==> src/rtl/core/pmux_pkg.sv <==
`timescale 1ns / 1ps
package pmux_pkg;

    localparam int QUEUE_DEPTH = 2;
    localparam int QPTR_W      = 1;
    localparam int SET_W       = 11;

    localparam logic       KIND_RELEASE = 1'b1;
    localparam logic [4:0] PIN_MAX      = 5'd15;
    localparam logic [1:0] MODE_INPUT   = 2'd0;
    localparam logic [1:0] MODE_ALT     = 2'd2;
    localparam logic [1:0] EDGE_NONE    = 2'd0;
    localparam logic [1:0] EDGE_RISE    = 2'd1;
    localparam logic [1:0] EDGE_FALL    = 2'd2;
    localparam logic [1:0] EDGE_BOTH    = 2'd3;
    localparam logic [3:0] PIN_MID_LO   = 4'd5;
    localparam logic [3:0] PIN_HIGH_LO  = 4'd10;
    localparam logic [2:0] GROUP_MID    = 3'd5;
    localparam logic [2:0] GROUP_HIGH   = 3'd6;

    localparam logic [SET_W-1:0] SET_MASK_BASE = 11'h07F;
    localparam logic [SET_W-1:0] SET_MASK_ALT  = 11'h7FF;

    typedef struct packed {
        logic       kind;
        logic [3:0] port;
        logic [4:0] pin;
        logic [1:0] mode;
        logic       open_drain;
        logic [1:0] speed;
        logic [1:0] pull;
        logic [3:0] alt_func;
        logic [1:0] edge_mode;
    } req_t;

    typedef struct packed {
        logic        status;
        logic [31:0] mode_word;
        logic [15:0] otype_word;
        logic [31:0] speed_word;
        logic [31:0] pull_word;
        logic [63:0] altfunc_word;
        logic [63:0] line_source;
        logic [15:0] rise_mask;
        logic [15:0] fall_mask;
        logic [15:0] line_enable;
        logic        irq_valid;
        logic [2:0]  irq_group;
    } res_t;

    typedef enum logic [1:0] {
        OP_REQUEST,
        OP_RELEASE,
        OP_BAD_PORT,
        OP_BAD_PIN
    } op_t;

    typedef struct packed {
        op_t        op;
        logic [3:0] port;
        logic [3:0] pin;
        logic [1:0] mode;
        logic       open_drain;
        logic [1:0] speed;
        logic [1:0] pull;
        logic [3:0] alt_func;
        logic [1:0] edge_mode;
    } cmd_t;

    typedef struct packed {
        logic full;
        logic head_valid;
    } q_status_t;

    typedef enum logic {
        BK_IDLE,
        BK_EXEC
    } back_state_t;

endpackage

==> src/rtl/core/pmux_queue.sv <==
`timescale 1ns / 1ps
module pmux_queue
    import pmux_pkg::*;
(
    input  logic      clk,
    input  logic      rst_n,
    input  logic      push,
    input  cmd_t      push_data,
    input  logic      pop,
    output cmd_t      head,
    output q_status_t status
);

    cmd_t                  entry_reg [QUEUE_DEPTH];
    logic [QPTR_W-1:0]     wr_ptr_reg;
    logic [QPTR_W-1:0]     rd_ptr_reg;
    logic [QPTR_W:0]       count_reg;
    logic [QPTR_W-1:0]     wr_ptr_next;
    logic [QPTR_W-1:0]     rd_ptr_next;
    logic [QPTR_W:0]       count_next;

    always_comb
    begin
        wr_ptr_next = push ? wr_ptr_reg + 1'b1 : wr_ptr_reg;
        rd_ptr_next = pop ? rd_ptr_reg + 1'b1 : rd_ptr_reg;
        count_next  = count_reg;
        if (push && !pop)
        begin
            count_next = count_reg + 1'b1;
        end
        else if (pop && !push)
        begin
            count_next = count_reg - 1'b1;
        end
    end

    always_ff @(posedge clk or negedge rst_n)
    begin
        if (!rst_n)
        begin
            wr_ptr_reg <= '0;
            rd_ptr_reg <= '0;
            count_reg  <= '0;
        end
        else
        begin
            wr_ptr_reg <= wr_ptr_next;
            rd_ptr_reg <= rd_ptr_next;
            count_reg  <= count_next;
        end
    end

    always_ff @(posedge clk)
    begin
        if (push)
        begin
            entry_reg[wr_ptr_reg] <= push_data;
        end
    end

    assign head              = entry_reg[rd_ptr_reg];
    assign status.full       = (count_reg == (QPTR_W+1)'(QUEUE_DEPTH));
    assign status.head_valid = (count_reg != '0);

endmodule

==> config.mk <==
export PLATFORM = sky130hd
export DESIGN_NAME = pmux_queue
export DESIGN_NICKNAME = d
export VERILOG_FILES = /design/src/rtl/core/pmux_pkg.sv /design/src/rtl/core/pmux_queue.sv
export SDC_FILE = /design/constraint.sdc
export NUM_CORES = 1
export LEC_CHECK = 0
export CORE_ASPECT_RATIO = 1.5
export CORE_MARGIN = 2
export CORE_UTILIZATION = 59
export CTS_CLUSTER_SIZE = 12
export DETAILED_ROUTE_END_ITERATION = 8
export DONT_BUFFER_PORTS = 1
export PLACE_DENSITY = 0.76
export SYNTH_ARGS = -nofsm -noshare
export SYNTH_HDL_FRONTEND = slang
export SYNTH_SLANG_ARGS = --single-unit
==> constraint.sdc <==
create_clock -name clk -period 3.9 [get_ports clk]
set_input_delay 0.585 -clock clk [delete_from_list [all_inputs] [get_ports clk]]
set_output_delay 0.585 -clock clk [all_outputs]
set_load 0.05 [all_outputs]
# Yosys cells after proc, flatten, opt, wreduce, memory -nomap -nowiden
# Memories as Yosys holds them, arrays and structs flattened.
# Index checks and enable logic that the tools add are counted.
# word_totals
reg_bits,4
latch_bits,0
ram_bits,46
romBits,0
inputBits,27
elab_cells,19
mem_count,1
# memory_table
name,depth,width,rd,rd_clocked_by_memory_dff,write_ports,line,text
entry_reg,2,23,1,0,1,pmux_queue.sv:14,cmd_t entry_reg [QUEUE_DEPTH];
# op_classes
n_addsub,4
n_mul,0
n_div,0
order_cmp,0
n_eq_ne,1
shift,0
muxes,4
bitwise,0
reduce_logical,6
# op_table
op,count
$mux W2,2
$reduce_bool A2 Y1,2
$add A1 B1 Y1 const B,2
$add A2 B1 Y2 const B,1
$eq A2 B2 Y1 const B,1
$logic_and A1 B1 Y1,2
$logic_not A1 Y1,2
$mux W1,2
$sub A2 B1 Y2 const B,1

# Logic depth before layout (Yosys ltp)
# Gate-level depths: netlist of run 1.
# depth
word_depth,4
depth_mapped,5

# Worst setup path after synthesis of run 1
# Ideal clock, no wire load.
# synth_path
path_type,in2reg
start,input push
end,"memory entry_reg[0][0] (netlist bit), enable pin"
setup_ns,0.405
arrival_time_ns,1.648
slack_ns,1.846
path_stages,1
path_buffers,0
cell_sequence,nor2b_1
# synth_between
elab_chain_cells,2
# synth_rtl
element,line,text
from (decl),pmux_queue.sv:7,"input logic push,"
$mux W1,pmux_queue.sv:55,if (push)
$mux W1 (not written as such),pmux_queue.sv:57,entry_reg[wr_ptr_reg] <= push_data;
to (decl),pmux_queue.sv:14,
# No other way between the ends.

==> metrics, run 1 <==
Max Freq=402 MHz; ratio of final minimum period to clock period=0.637; starting density of the core=0.618; clock-pin slew on the worst setup and hold paths=0.08 ns; Finished Core Util=0.650; CTS Sinks=50; RD Place Congestion=0.610; commonest cells after routing, fill and taps aside=edfxtp_1 (46), mux2_4 (19), clkbuf_8 (5); setup ws final=~1.4 ns; vias in the first global route=786; Slew headroom=0.246; Chip Width=51.0 µm; Critical Path RT=between 3 and 4 ns; TritonCTS Buffers=5; # diodes=0; max_cap viols=0; Hold Slack=0.373 ns; final-report hold violation count=0; Die Height=74.4 µm; sequential share of the synthesized area=0.759; Place WS=1.69 ns; critical path class=reg2out; Filler cells=226; CP max-delay cell=dfrtp_1; synth unique cells=14; Worst Skew=0.00203 ns; Worst setup EP type=output port; worst-path maximum fanout=16; Top Ports=52; Largest register FFs=46; largest net degree at the start of global routing=24; CTS max path bufs=2; clk_lat worst skew=between 0.2 and 0.3 ns; core region area=roughly 3200 µm²; Synth-to-Final Area Change=5.13%; Tightest Pin Transition=between 1 and 1.5 ns; vias=around 740; share of cells above drive strength 1=0.337; synthesized area per cell=22.2 µm²; IO Port Bufs=0; Hold Path Class=in2reg; register bit total from synthesis=50; post-route minimum period=about 2.5 ns; P_leak=~0.75 nW; area of the multi-input gates=roughly 420 µm²; antenna violations before repair=0; Yosys warning count=0; Arr. time, crit path=1.90 ns; drt pass-1 iters=4; via/cell ratio=about 5.5; wire per inst=18.3 µm; VDD IR max=between 0.0005 and 0.0006 V; unrepaired setup endpoints after global routing=no; DRC=0; crit start category=flip-flop; Mapped Area=a little under 2000 µm²; CTS Root Cell=clkbuf_8; 1st-iter DRT viols=27; register area=about 1500 µm²; most common cell after layout, fill and taps aside=edfxtp_1; GRT Overall Usage=0.142; Post-Syn Instances=between 80 and 90; die area=3790 µm²; CTS tree=yes; crit-path max cell delay=0.86 ns; nets=122; status=complete, no violations; GRT overflow=0; Power Dens Cells=874 nW/µm²; setup_tns=0 ns; Setup-failing EPs final=0; DRT antenna net count=0; drt total wl=2470 µm; first-pass GRT wire length=3800 µm; H-tree level count=2; Syn Nets=116; final slew viol count=0; Post-CTS Setup Inserts=0; critical path, cell by cell=buf_4 -> mux2_4; FP Rows=25
## through the flow
stage / total power, mW / area, µm² / std cells
6_report: 1.79 / 2050 / 135
5_1_grt: 1.86 / 2050 / 135
4_1_cts: 1.82 / 2050 / 135
3_5_place_dp: 1.55 / 1960 / 126
3_3_place_gp: 1.53 / 1960 / 126
2_1_floorplan: 1.53 / 1950 / 88
## worst max-delay path, delay by kind of cell, from the launching register on
family	cells	cell delay [ns]
multiplexers	1	0.41
flip-flops	1	0.86
buffers and inverters	1	0.34
## cell usage after synthesis
cell,count,area share
xnor2_1,1,0.0045
nor2b_1,2,0.0064
ha_1,1,0.0064
buf_12,2,0.021
buf_6,1,0.0058
mux2_2,4,0.023
edfxtp_1,46,0.71
xor2_1,4,0.018
mux2_4,19,0.15
or2_2,1,0.0032
and2_1,1,0.0032
nor2_1,1,0.0019
inv_1,1,0.0019
dfrtp_1,4,0.051
## worst paths after layout
kind	end	depth (start not counted)	start	slack, ns
max	head[1]	2	rd_ptr_reg	1.42
min	rd_ptr_reg	1	pop	0.37
max reg2reg	entry_reg[0][13]	1	wr_ptr_reg	2.22
min reg2reg	count_reg[1]	1	count_reg[1]	0.49
max in group asynchronous	rd_ptr_reg	1	rst_n	3.17
min in group asynchronous	count_reg[1]	1	rst_n	0.56
## kinds of logic (layout without fill, tap and decap cells)
kind of cell | count (synthesis) | in the layout | share of synthesized area
adders and majority gates | 1 | 1 | 0.00641
buffers and inverters | 4 | 11 | 0.0282
muxes | 23 | 23 | 0.169
xor gates and xnor gates | 5 | 5 | 0.0224
DFF | 50 | 50 | 0.759
and+or+nand+nor | 5 | 5 | 0.0147
## routing by layer
metal / wire length [µm] / track usage
met1: 810 / 0.149
met2: 1320 / 0.232
met4: 63 / 0.0811
met3: 269 / 0.0703
met5: 0 / 0
## power breakdown
part           internal [mW]  total [mW]  leakage (nW)  switching [mW]
Combinational          0.209       0.734         0.227           0.525
Sequential             0.718       0.793         0.478          0.0747
Clock                  0.123       0.267        0.0426           0.144
## final cells by class
type | count | share of cell area
multi-input cells | 34 | 0.204
well taps | 40 | 0.0244
repair buffers | 2 | 0.00854
flip-flops and latches | 50 | 0.722
inverters | 1 | 0.00183
clock inverters | 2 | 0.00427
clock buffers | 6 | 0.0354
## repair_timing
| action | in CTS | in global routing |
|---|---|---|
| resized for setup | 0 | 0 |
| hold buffers | 1 | 0 |
| endpoints found under the hold margin | 4 | 0 |
Power figures use the tool's default switching activity.
==> run 2, diff against run 1 <==
--- a/config.mk
+++ b/config.mk
@@ -7,11 +7,11 @@
 export LEC_CHECK = 0
 export CORE_ASPECT_RATIO = 1.5
 export CORE_MARGIN = 2
-export CORE_UTILIZATION = 59
+export CORE_UTILIZATION = 55
 export CTS_CLUSTER_SIZE = 12
 export DETAILED_ROUTE_END_ITERATION = 8
 export DONT_BUFFER_PORTS = 1
-export PLACE_DENSITY = 0.76
+export PLACE_DENSITY = 0.74
 export SYNTH_ARGS = -nofsm -noshare
 export SYNTH_HDL_FRONTEND = slang
 export SYNTH_SLANG_ARGS = --single-unit
==> constraint.sdc (replaced) <==
create_clock -name clk -period 2.15 [get_ports clk]
set_input_delay 0.3225 -clock clk [delete_from_list [all_inputs] [get_ports clk]]
set_output_delay 0.3225 -clock clk [all_outputs]
set_load 0.05 [all_outputs]
==> metrics, run 2 (synthesized netlist as in run 1, its figures left out) <==
status=complete, no violations; die area=4050 µm² (+6.8%); DRT antenna net count=0 (unchanged); commonest cells after routing, fill and taps aside=edfxtp_1 (46), mux2_4 (19), buf_4 (7), clkbuf_8 (5); CTS tree=yes; GRT Max-Usage Layer=met2; Setup-failing EPs final=0 (unchanged); worst-path maximum fanout=15 (-1); VDD IR max=0.000885 V (+69%); Synth-to-Final Area Change=7.56%; FP Rows=26 (+4.0%); Top Ports=52 (unchanged); first-pass GRT wire length=3750 µm (-1.1%); Worst Skew=0.00880 ns (+0.00677 ns); final-report hold violation count=0 (unchanged); max_cap viols=0 (unchanged); ratio of final minimum period to clock period=0.808; final slew viol count=0 (unchanged); starting density of the core=0.571 (-0.0464); clock-pin slew on the worst setup and hold paths=0.08 ns (about the same); CTS Sinks=50 (unchanged); crit start category=flip-flop; CTS Root Cell=clkbuf_8; Post-CTS Setup Inserts=0 (unchanged); Max Freq=576 MHz; Design Area, Final=2100 µm² (+2.3%); Hold Path Class=in2reg; DRC=0 (unchanged); TritonCTS Buffers=5 (unchanged); # diodes=0 (unchanged); 1st-iter DRT viols=10 (-63%); M1 GR Usage=0.131 (-0.0180); drt total wl=2380 µm (-3.7%); final HPWL from detailed placement=around 1800 µm; antenna violations before repair=0 (unchanged); met2 Resource Use GR=0.215 (-0.0173); vias in the first global route=799 (+1.7%); largest net degree at the start of global routing=16 (-33%); most common cell after layout, fill and taps aside=edfxtp_1; Worst setup EP type=output port; wire per inst=16.6 µm (-9.1%); Critical Path RT=1.83 ns (-1.48 ns); CP max-delay cell=mux2_2; critical path class=reg2out; unrepaired setup endpoints after global routing=no; Arr. time, crit path=1.41 ns (-0.49 ns); placed inst area=2010 µm² (+2.4%); Die Height=77.0 µm (+3.4%); Tightest Pin Transition=0.278 ns (-0.848 ns); GRT Overall Usage=0.134 (-0.00869); core region area=3420 µm² (+8.1%); CTS max path bufs=2 (unchanged); H-tree level count=2 (unchanged); nets=128 (+4.9%); Slew headroom=0.816 (+0.569); RD Place Congestion=0.589 (-3.5%); setup_tns=0 ns (unchanged); Chip Width=52.6 µm (+3.3%); P_leak=0.778 nW (+4.1%); IO Port Bufs=0 (unchanged); Largest register FFs=46 (unchanged); crit-path max cell delay=0.50 ns (-0.36 ns); met3 Resource Use GR=0.0720 (+0.00170); GRT overflow=0 (unchanged); drt pass-1 iters=4 (unchanged); clk_lat worst skew=0.29 ns (about the same); vias=756 (+1.7%); share of cells above drive strength 1=0.376 (+0.0394); post-route minimum period=1.74 ns; Power Dens Cells=1570 nW/µm² (+80%); via/cell ratio=5.29 (-3.9%); critical path, cell by cell=buf_4 -> mux2_2
-- run 2: cell types whose count changed in the layout (fill, tap and decap cells not counted) --
| cell | change |
|---|---|
| buf_4 | +6 |
-- run 2: what timing repair did --
action,in CTS,in global routing
endpoints found under the hold margin,4,0
resized for setup,0,0
hold buffers,1,0
-- run 2: metal layers --
layer | wire (µm) | vias up
li1 | - | 355
met1 | 782 | 355
met2 | 1250 | 39
met3 | 298 | 7
met4 | 48 | 0
met5 | 0 | -
-- run 2: metrics by stage --
| step | total power [mW] | utilization | worst slack (ns) | std cells | hold slack, ns |
|---|---|---|---|---|---|
| floorplan | 2.78 | - | 0.298 | 88 | 0.0269 |
| global placement | 2.84 | 0.588 | 0.741 | 134 | 0.0270 |
| detailed placement | 2.85 | 0.588 | 0.719 | 134 | 0.0270 |
| CTS | 3.34 | 0.615 | 0.385 | 143 | 0.0961 |
| global route | 3.43 | 0.615 | 0.353 | 143 | 0.0913 |
| finish | 3.30 | 0.615 | 0.413 | 143 | 0.105 |
-- run 2: path summary, 6_finish.rpt --
kind | end | cells past startpoint | from | slack [ns]
min in group asynchronous | count_reg[1] | 1 | rst_n | 0.30
max | head[5] | 2 | rd_ptr_reg | 0.41
max in group asynchronous | rd_ptr_reg | 1 | rst_n | 1.68
max reg2reg | entry_reg[1][11] | 2 | wr_ptr_reg | 1.06
min | wr_ptr_reg | 1 | push | 0.11
min reg2reg | count_reg[1] | 1 | count_reg[1] | 0.49
-- run 2: worst max-delay path: cells and delay by family (launching register included) --
kind | cells | cell delay [ns]
mux | 1 | 0.50
flops | 1 | 0.35
buf+inv | 1 | 0.27
-- run 2: power by group --
group          internal, mW  switching [mW]
combinational         0.426            1.02
sequential             1.30          0.0692
clock                 0.223           0.260
total                  1.95            1.35
-- run 2: final cells by class --
cell class                      instances  area, µm²
Timing Repair Buffer                    8       62.6
Clock inverter                          2       8.76
Clock buffer                            6       72.6
Tap cell                               42       52.6
Fill cell                             259       1320
Sequential cell                        50       1480
Multi-Input combinational cell         34        418
Inverter                                1       3.75
